### src/design/uer_pkg.sv
// uer_pkg: shared types, codes and constants of the ultrasonic echo ranger
// no dependencies; used by the channel interfaces and all design modules

package uer_pkg;

   localparam int TIME_W  = 32;
   localparam int DIST_W  = 27;
   localparam int SKIP_W  = 16;
   localparam int WIDTH_W = 8;
   localparam int IDX_W   = 1;
   localparam int CSR_W   = 16;
   localparam int PROD_W  = 63;

   // operation codes carried in the op field
   localparam logic OP_TRIGGER = 1'b0;
   localparam logic OP_EDGE    = 1'b1;

   // configuration register indexes
   localparam logic [IDX_W-1:0] REG_ESCAPE_LIMIT  = 1'b0;
   localparam logic [IDX_W-1:0] REG_TRIGGER_WIDTH = 1'b1;

   localparam logic [SKIP_W-1:0]  ESCAPE_LIMIT_RESET  = 16'd7000;
   localparam logic [WIDTH_W-1:0] TRIGGER_WIDTH_RESET = 8'd10;

   // x / 58 == ((x >> 1) * ceil(2^36 / 29)) >> 36, exact for every 32-bit x
   localparam logic [31:0] DIV29_RECIP = 32'd2369637129;
   localparam int          DIV29_SHIFT = 36;

   typedef enum logic [1:0] {
      PHASE_WAIT_RISE = 2'd0,
      PHASE_WAIT_FALL = 2'd1,
      PHASE_COMPLETE  = 2'd2
   } phase_type;

   // per-item result traveling down the pipeline
   typedef struct packed {
      logic                fire_trigger;
      logic [WIDTH_W-1:0]  pulse_width;
      logic                measure_done;
      logic [TIME_W-1:0]   echo_duration;
      phase_type           phase;
   } item_result_type;

endpackage

### src/design/uer_channels.sv
// uer_channels: valid/ready channel interfaces for requests, results and
// register writes; depends on uer_pkg for field widths

interface uer_req_if;
   logic                       valid;
   logic                       ready;
   logic                       op;
   logic                       edge_rising;
   logic [uer_pkg::TIME_W-1:0] capture_time;

   modport source(output valid, op, edge_rising, capture_time, input ready);
   modport sink(input valid, op, edge_rising, capture_time, output ready);
endinterface

interface uer_rsp_if;
   logic                        valid;
   logic                        ready;
   logic                        fire_trigger;
   logic [uer_pkg::WIDTH_W-1:0] pulse_width;
   logic                        measure_done;
   logic [uer_pkg::TIME_W-1:0]  echo_duration;
   logic [uer_pkg::DIST_W-1:0]  distance_cm;
   logic [1:0]                  phase;

   modport source(output valid, fire_trigger, pulse_width, measure_done,
                  echo_duration, distance_cm, phase, input ready);
   modport sink(input valid, fire_trigger, pulse_width, measure_done,
                echo_duration, distance_cm, phase, output ready);
endinterface

interface uer_csr_if;
   logic                      valid;
   logic                      ready;
   logic [uer_pkg::IDX_W-1:0] index;
   logic [uer_pkg::CSR_W-1:0] data;

   modport source(output valid, index, data, input ready);
   modport sink(input valid, index, data, output ready);
endinterface

### src/design/uer_ctrl.sv
// uer_ctrl: configuration registers, ranging state and the first pipeline stage
// depends on uer_pkg and the channel interfaces in uer_channels

module uer_ctrl (
   input  logic                     clock,
   input  logic                     reset,
   uer_csr_if.sink                  csr_if,
   uer_req_if.sink                  req_if,
   input  logic                     next_load,
   output logic                     stage_valid,
   output uer_pkg::item_result_type stage_data
);

   logic [uer_pkg::SKIP_W-1:0]  escape_limit_ff;
   logic [uer_pkg::WIDTH_W-1:0] trigger_width_ff;

   uer_pkg::phase_type          phase_ff, phase_in;
   logic [uer_pkg::TIME_W-1:0]  rise_stamp_ff, rise_stamp_in;
   logic [uer_pkg::SKIP_W-1:0]  skip_count_ff, skip_count_in;
   logic [uer_pkg::TIME_W-1:0]  duration_ff, duration_in;

   logic                        valid_ff;
   uer_pkg::item_result_type    data_ff, data_in;
   logic                        load;
   logic                        accept;

   assign csr_if.ready = 1'b1;
   assign load         = !valid_ff || next_load;
   assign req_if.ready = load;
   assign accept       = req_if.valid && load;

   always_ff @(posedge clock) begin
      if (reset) begin
         escape_limit_ff  <= uer_pkg::ESCAPE_LIMIT_RESET;
         trigger_width_ff <= uer_pkg::TRIGGER_WIDTH_RESET;
      end else if (csr_if.valid) begin
         case (csr_if.index)
            uer_pkg::REG_ESCAPE_LIMIT: begin
               escape_limit_ff <= csr_if.data[uer_pkg::SKIP_W-1:0];
            end
            uer_pkg::REG_TRIGGER_WIDTH: begin
               trigger_width_ff <= csr_if.data[uer_pkg::WIDTH_W-1:0];
            end
            default: begin
            end
         endcase
      end
   end

   always_comb begin
      phase_in      = phase_ff;
      rise_stamp_in = rise_stamp_ff;
      skip_count_in = skip_count_ff;
      duration_in   = duration_ff;
      data_in       = '0;

      if (req_if.op == uer_pkg::OP_TRIGGER) begin
         // while the falling edge is awaited, requests are skipped up to the limit
         if (phase_ff == uer_pkg::PHASE_WAIT_FALL && skip_count_ff < escape_limit_ff) begin
            skip_count_in = skip_count_ff + {{(uer_pkg::SKIP_W-1){1'b0}}, 1'b1};
         end else begin
            skip_count_in        = '0;
            phase_in             = uer_pkg::PHASE_WAIT_RISE;
            data_in.fire_trigger = 1'b1;
            data_in.pulse_width  = trigger_width_ff;
         end
      end else begin
         if (phase_ff == uer_pkg::PHASE_WAIT_RISE && req_if.edge_rising) begin
            rise_stamp_in = req_if.capture_time;
            phase_in      = uer_pkg::PHASE_WAIT_FALL;
         end else if (phase_ff == uer_pkg::PHASE_WAIT_FALL && !req_if.edge_rising) begin
            duration_in          = req_if.capture_time - rise_stamp_ff;
            phase_in             = uer_pkg::PHASE_COMPLETE;
            data_in.measure_done = 1'b1;
         end
      end

      data_in.echo_duration = duration_in;
      data_in.phase         = phase_in;
   end

   always_ff @(posedge clock) begin
      if (reset) begin
         phase_ff      <= uer_pkg::PHASE_WAIT_RISE;
         rise_stamp_ff <= '0;
         skip_count_ff <= '0;
         duration_ff   <= '0;
         valid_ff      <= 1'b0;
      end else begin
         if (accept) begin
            phase_ff      <= phase_in;
            rise_stamp_ff <= rise_stamp_in;
            skip_count_ff <= skip_count_in;
            duration_ff   <= duration_in;
         end
         if (load) begin
            valid_ff <= accept;
         end
      end
   end

   always_ff @(posedge clock) begin
      if (accept) begin
         data_ff <= data_in;
      end
   end

   assign stage_valid = valid_ff;
   assign stage_data  = data_ff;

endmodule

### src/design/uer_div58.sv
// uer_div58: second pipeline stage, reciprocal multiply for duration / 58
// depends on uer_pkg

module uer_div58 (
   input  logic                          clock,
   input  logic                          reset,
   input  logic                          prev_valid,
   input  uer_pkg::item_result_type      prev_data,
   output logic                          prev_load,
   input  logic                          next_load,
   output logic                          stage_valid,
   output uer_pkg::item_result_type      stage_data,
   output logic [uer_pkg::DIST_W-1:0]    quotient
);

   logic                            valid_ff;
   uer_pkg::item_result_type        data_ff;
   logic [uer_pkg::PROD_W-1:0]      prod_ff, prod_in;
   logic [uer_pkg::TIME_W-2:0]      half_duration;
   logic                            load;

   assign load      = !valid_ff || next_load;
   assign prev_load = load;

   // divide by 2 first so a 32-bit reciprocal of 29 stays exact
   assign half_duration = prev_data.echo_duration[uer_pkg::TIME_W-1:1];
   assign prod_in = {32'd0, half_duration} * {31'd0, uer_pkg::DIV29_RECIP};

   always_ff @(posedge clock) begin
      if (reset) begin
         valid_ff <= 1'b0;
      end else if (load) begin
         valid_ff <= prev_valid;
      end
   end

   always_ff @(posedge clock) begin
      if (load && prev_valid) begin
         data_ff <= prev_data;
         prod_ff <= prod_in;
      end
   end

   assign stage_valid = valid_ff;
   assign stage_data  = data_ff;
   assign quotient    = prod_ff[uer_pkg::PROD_W-1:uer_pkg::DIV29_SHIFT];

endmodule

### src/design/ultrasonic_echo_ranger.sv
// Ultrasonic echo ranger: trigger control, echo edge timing and distance.
// Throughput: one item per cycle while rsp_if.ready holds; the three stages drain independently.
// State updates at the request transfer; the distance multiply follows in stage 2.
// Reset clears phase, stamps, skip count and the last measurement, and
// loads escape_limit = 7000 and trigger_width_us = 10.

module ultrasonic_echo_ranger (
   input  logic      clock,
   input  logic      reset,
   uer_csr_if.sink   csr_if,
   uer_req_if.sink   req_if,
   uer_rsp_if.source rsp_if
);

   logic                          s1_valid, s1_load;
   uer_pkg::item_result_type      s1_data;
   logic                          s2_valid;
   uer_pkg::item_result_type      s2_data;
   logic [uer_pkg::DIST_W-1:0]    s2_quotient;

   logic                          valid_ff;
   uer_pkg::item_result_type      data_ff;
   logic [uer_pkg::DIST_W-1:0]    distance_ff;
   logic                          load;

   uer_ctrl u_ctrl (
      .clock       (clock),
      .reset       (reset),
      .csr_if      (csr_if),
      .req_if      (req_if),
      .next_load   (s1_load),
      .stage_valid (s1_valid),
      .stage_data  (s1_data)
   );

   uer_div58 u_div58 (
      .clock       (clock),
      .reset       (reset),
      .prev_valid  (s1_valid),
      .prev_data   (s1_data),
      .prev_load   (s1_load),
      .next_load   (load),
      .stage_valid (s2_valid),
      .stage_data  (s2_data),
      .quotient    (s2_quotient)
   );

   assign load = !valid_ff || rsp_if.ready;

   always_ff @(posedge clock) begin
      if (reset) begin
         valid_ff    <= 1'b0;
         distance_ff <= '0;
      end else if (load) begin
         valid_ff <= s2_valid;
         // output register doubles as the last-distance state
         if (s2_valid && s2_data.measure_done) begin
            distance_ff <= s2_quotient;
         end
      end
   end

   always_ff @(posedge clock) begin
      if (load && s2_valid) begin
         data_ff <= s2_data;
      end
   end

   assign rsp_if.valid         = valid_ff;
   assign rsp_if.fire_trigger  = data_ff.fire_trigger;
   assign rsp_if.pulse_width   = data_ff.pulse_width;
   assign rsp_if.measure_done  = data_ff.measure_done;
   assign rsp_if.echo_duration = data_ff.echo_duration;
   assign rsp_if.distance_cm   = distance_ff;
   assign rsp_if.phase         = data_ff.phase;

endmodule
### src/flat_wrapper.sv
// flat-port wrapper written by rule: the top's interface ports become plain ports
module ultrasonic_echo_ranger_flat 
  (clock, reset, csr_if_valid, csr_if_index, csr_if_data, csr_if_ready, req_if_valid, req_if_op, req_if_edge_rising, req_if_capture_time, req_if_ready, rsp_if_valid, rsp_if_fire_trigger, rsp_if_pulse_width, rsp_if_measure_done, rsp_if_echo_duration, rsp_if_distance_cm, rsp_if_phase, rsp_if_ready);
  uer_csr_if csr_if_i ();
  uer_req_if req_if_i ();
  uer_rsp_if rsp_if_i ();
  input  logic clock;
  input  logic reset;
  input wire logic [$bits(csr_if_i.valid)-1:0] csr_if_valid;
  input wire logic [$bits(csr_if_i.index)-1:0] csr_if_index;
  input wire logic [$bits(csr_if_i.data)-1:0] csr_if_data;
  output wire logic [$bits(csr_if_i.ready)-1:0] csr_if_ready;
  input wire logic [$bits(req_if_i.valid)-1:0] req_if_valid;
  input wire logic [$bits(req_if_i.op)-1:0] req_if_op;
  input wire logic [$bits(req_if_i.edge_rising)-1:0] req_if_edge_rising;
  input wire logic [$bits(req_if_i.capture_time)-1:0] req_if_capture_time;
  output wire logic [$bits(req_if_i.ready)-1:0] req_if_ready;
  output wire logic [$bits(rsp_if_i.valid)-1:0] rsp_if_valid;
  output wire logic [$bits(rsp_if_i.fire_trigger)-1:0] rsp_if_fire_trigger;
  output wire logic [$bits(rsp_if_i.pulse_width)-1:0] rsp_if_pulse_width;
  output wire logic [$bits(rsp_if_i.measure_done)-1:0] rsp_if_measure_done;
  output wire logic [$bits(rsp_if_i.echo_duration)-1:0] rsp_if_echo_duration;
  output wire logic [$bits(rsp_if_i.distance_cm)-1:0] rsp_if_distance_cm;
  output wire logic [$bits(rsp_if_i.phase)-1:0] rsp_if_phase;
  input wire logic [$bits(rsp_if_i.ready)-1:0] rsp_if_ready;
  assign csr_if_i.valid = csr_if_valid;
  assign csr_if_i.index = csr_if_index;
  assign csr_if_i.data = csr_if_data;
  assign csr_if_ready = csr_if_i.ready;
  assign req_if_i.valid = req_if_valid;
  assign req_if_i.op = req_if_op;
  assign req_if_i.edge_rising = req_if_edge_rising;
  assign req_if_i.capture_time = req_if_capture_time;
  assign req_if_ready = req_if_i.ready;
  assign rsp_if_valid = rsp_if_i.valid;
  assign rsp_if_fire_trigger = rsp_if_i.fire_trigger;
  assign rsp_if_pulse_width = rsp_if_i.pulse_width;
  assign rsp_if_measure_done = rsp_if_i.measure_done;
  assign rsp_if_echo_duration = rsp_if_i.echo_duration;
  assign rsp_if_distance_cm = rsp_if_i.distance_cm;
  assign rsp_if_phase = rsp_if_i.phase;
  assign rsp_if_i.ready = rsp_if_ready;
  ultrasonic_echo_ranger u_core (.clock(clock), .reset(reset), .csr_if(csr_if_i), .req_if(req_if_i), .rsp_if(rsp_if_i));
endmodule
### config.mk
export PLATFORM = sky130hd
export DESIGN_NAME = ultrasonic_echo_ranger_flat
export DESIGN_NICKNAME = d
export VERILOG_FILES = /design/src/design/uer_pkg.sv /design/src/design/uer_channels.sv /design/src/design/uer_ctrl.sv /design/src/design/uer_div58.sv /design/src/design/ultrasonic_echo_ranger.sv /design/src/flat_wrapper.sv
export SDC_FILE = /design/constraint.sdc
export NUM_CORES = 2
export LEC_CHECK = 0
export BUFFER_PORTS_ARGS = -buffer_cell sky130_fd_sc_hd__buf_2
export CAP_MARGIN = 5
export CORE_MARGIN = 5
export CORE_UTILIZATION = 50
export CTS_BUF_LIST = sky130_fd_sc_hd__clkbuf_4 sky130_fd_sc_hd__clkbuf_8
export CTS_CLUSTER_SIZE = 40
export DETAILED_ROUTE_END_ITERATION = 8
export PLACE_DENSITY_LB_ADDON = 0.05
export SLEW_MARGIN = 40
export SYNTH_ARGS = -nofsm -noshare
export SYNTH_HDL_FRONTEND = slang
export SYNTH_SLANG_ARGS = --single-unit
### constraint.sdc
create_clock -name clock -period 11.08 [get_ports clock]
set_input_delay 2.216 -clock clock [delete_from_list [all_inputs] [get_ports clock]]
set_output_delay 2.216 -clock clock [all_outputs]
set_load 0.01 [all_outputs]
==> impl_metrics.toml <==
[die]
die_w_um = 244.8
coreArea_um2 = 54880
ios = 130
die_area_um2 = 59910
die_h_um = 244.8
rows = 86
start_util_pct = 50.22

[yosys]
synth_seq_cells = 295
syn-num-nets = 3516
synthTopCellsByArea = "fa_1, ha_1, edfxtp_1"
async_flop_share_pct = 0
synth_cells = 2685
ys_types = 68
synth_edf_count = 159
netlist.area_leader.share_pct = 25.79
synth-main-ff-cell = "edfxtp_1"
netlist_area_um2 = 27560
yosysSeqAreaShare_pct = 27.20
avgSynthCellArea_um2 = 10.26
synth.largest_area_cell = "fa_1"
yosysWarnings = 0

[layout]
nets = 3663
final_cell_mix = "inv_1, ha_1, fa_1"
layout.cells.most_common = "inv_1"
multi_input_area_um2 = 17550
drive_gt1_share_pct = 9.353
finalNonFillerCells = 3581
syn_to_final_growth_pct = 9.965
fillerInstances = 4984
regArea_um2 = 7497

[timing]
relSlewSlack_pct = 40.20
setup_ws_ps = 3192
setup_viol = 0
hold_violations = 0
period_minus_slack_ps = 7888
min_period_over_period_pct = 71.20
max_freq_mhz = 126.8
slew_viol_final = 0
holdWs_ps = 409.5
rsz0062_at_grt = "no"
clock_skew_ps = 41.17
setup_tns_ps = 0
tightest_slew_ps = 897.1

[min_path]
hp-class = "reg -> reg"

[worst_setup_path]
critical_path_class = "reg -> reg"
startpoint_type = "flip-flop"
r2r_slack_ps = 3190
crit_chain = "fa_1 > fa_1 > inv_1 > fa_1 > inv_1 > fa_1 > fa_1 > inv_1 > fa_1 > inv_1 > fa_1 > inv_1 > fa_1 > inv_1 > ha_1 > nand2_1 > or3_1 > and3b_2 > a211oi_2 > a311oi_2 > a21oi_2 > o31ai_4 > a21oi_2 > xnor2_1"
cp.required_ps = 11470
r2r_end = "u_core.u_div58.prod_ff[62]"
crit_path_end_kind = "flip-flop"
worstRegToRegCells = 24
startpoint = "u_core.u_ctrl.stage_data[15]"
r2r_start = "u_core.u_ctrl.stage_data[15]"
cp.arrival_ps = 8280
critPathMaxStageDelay_ps = 790
critPathMostFrequentCell = "fa_1"
crit_slowest_cell = "edfxtp_1"
cp_max_fo = 10
critPathCapture = "u_core.u_div58.prod_ff[62]"

[drt]
dr.pass1.iters = 5
ant_nets = 0
avgRoutedWirePerCell_um = 19.73
totalWireLength_mm = 70.66
routed_via_density = 5.125
vias = 18352
drc = 0
drt_iter0_markers = 935

[placed_design]
dp.cells = 3481
place_congestion = 0.9142
portBuffers = 128
dp_hpwl_mm = 57.68
pre_cts_slack_ps = 3253

[clocking]
cts_buffers = 53
clock_path_buffers = 3
cts_root_buf = "clkbuf_8"
path_clk_slew_ps = 60
clk_latency_ps = 650
htreeDepth = 2
cts_hold_buf = 0
post-cts-setup-buffer-count = 0
post_cts_resized = 0
cts.sinks = 295
cts_tree = "yes"

[global_routing]
antenna_found_initial = 2
overflow = 0
grt_pass1_wl_mm = 112.1
grt_pass1_vias = 19659
grt_use_total_pct = 24.21
grt_start_max_net_pins = 67

[flow_run]
maxCapViolations = 0

[run_status]
status = "complete, no violations"
## metal layers
layer | vias up | GRT usage [%] | share of wire [%]
met4 | 0 | 5.627 | 2.3
met1 | 8975 | 34.89 | 47
met5 | - | 0 | 0
met3 | 77 | 4.802 | 5.5
met2 | 373 | 38.23 | 45
li1 | 8927 | - | -
## cells in the mapped netlist (3+ instances only)
cell / n
inv_1: 623
ha_1: 420
fa_1: 355
nand2_1: 289
a21oi_1: 161
edfxtp_1: 159
dfxtp_1: 136
o21ai_0: 72
a21o_1: 67
nor2_1: 57
clkbuf_1: 48
xor2_1: 36
xnor2_1: 34
nand3_1: 27
and2_1: 20
nand4_1: 20
nor3_1: 15
o211ai_1: 14
o21a_1: 10
a31oi_1: 8
and3_1: 8
nor2b_1: 8
nand2b_1: 6
a21boi_0: 5
o22ai_1: 5
or2_2: 5
a211o_1: 4
a211oi_1: 4
buf_1: 4
nand3b_1: 4
o21bai_1: 4
o221ai_1: 4
o31ai_1: 4
o21ba_2: 3
## area by class of cell
class                      instances  share of cell area [%]
clock inverter                    19                  0.7597
timing repair buffer             145                   2.605
antenna                            1                0.008257
sequential                       295                   24.74
tap                              704                   2.907
inverter                         623                   7.716
multi-input combinational       1714                   57.90
clock buffer                      80                   3.365
## state kept, by name (all words and copies together) (netlist names), 27 cells and up
name and flops:
u_core.rsp_if.distance_cm 27, u_core.rsp_if.echo_duration 32, u_core.u_div58.stage_data 44, u_core.u_div58.prod_ff 27
u_core.u_ctrl.stage_data 44, u_core.u_ctrl.rise_stamp_ff 32, u_core.u_ctrl.duration_ff 32
## cell families (layout without fill, tap and decap cells)
logic type	count (synthesis)	in the layout	share of synthesized area (%)
DFF	295	295	27.20
and+or+nand+nor	472	472	7.550
adders and majority gates	775	775	44.86
muxes	1	1	0.03632
xor gates and xnor gates	70	70	2.225
AOI/OAI and AO/OA	395	395	8.894
buffers and inverters	676	867	9.221
other	1	2	0.01361
## critical path, delay by kind of cell (launching register included)
| kind | cells | cell delay, ps |
|---|---|---|
| xor+xnor | 1 | 130 |
| simple gates | 3 | 760 |
| compound gates | 5 | 1070 |
| fa+ha+maj | 9 | 4520 |
| flops | 1 | 790 |
| buf+inv | 6 | 320 |
## worst min path at each step
stage | startpoint | to | slack, ps | depth (start not counted)
finish | u_core.u_div58.stage_data[2] | u_core.rsp_if.echo_duration[0] | 410 | 0
global route | u_core.u_div58.stage_data[31] | u_core.rsp_if.echo_duration[29] | 420 | 0
CTS | u_core.u_div58.stage_data[2] | u_core.rsp_if.echo_duration[0] | 410 | 0
detailed placement | u_core.u_div58.stage_data[26] | u_core.rsp_if.echo_duration[24] | 400 | 0
global placement | u_core.u_ctrl.stage_data[2] | u_core.u_div58.stage_data[2] | 400 | 0
floorplan | u_core.u_div58.stage_data[2] | u_core.rsp_if.echo_duration[0] | 400 | 0
## through the flow
step                utilization (%)  cell area, um2
floorplan                         -           27560
global placement              52.86           29010
detailed placement            52.93           29050
CTS                           55.21           30300
global route                  55.22           30300
finish                        55.22           30310
Power is not shown: default switching activity piles up to over one toggle a cycle in this logic, so the estimate is an artifact.
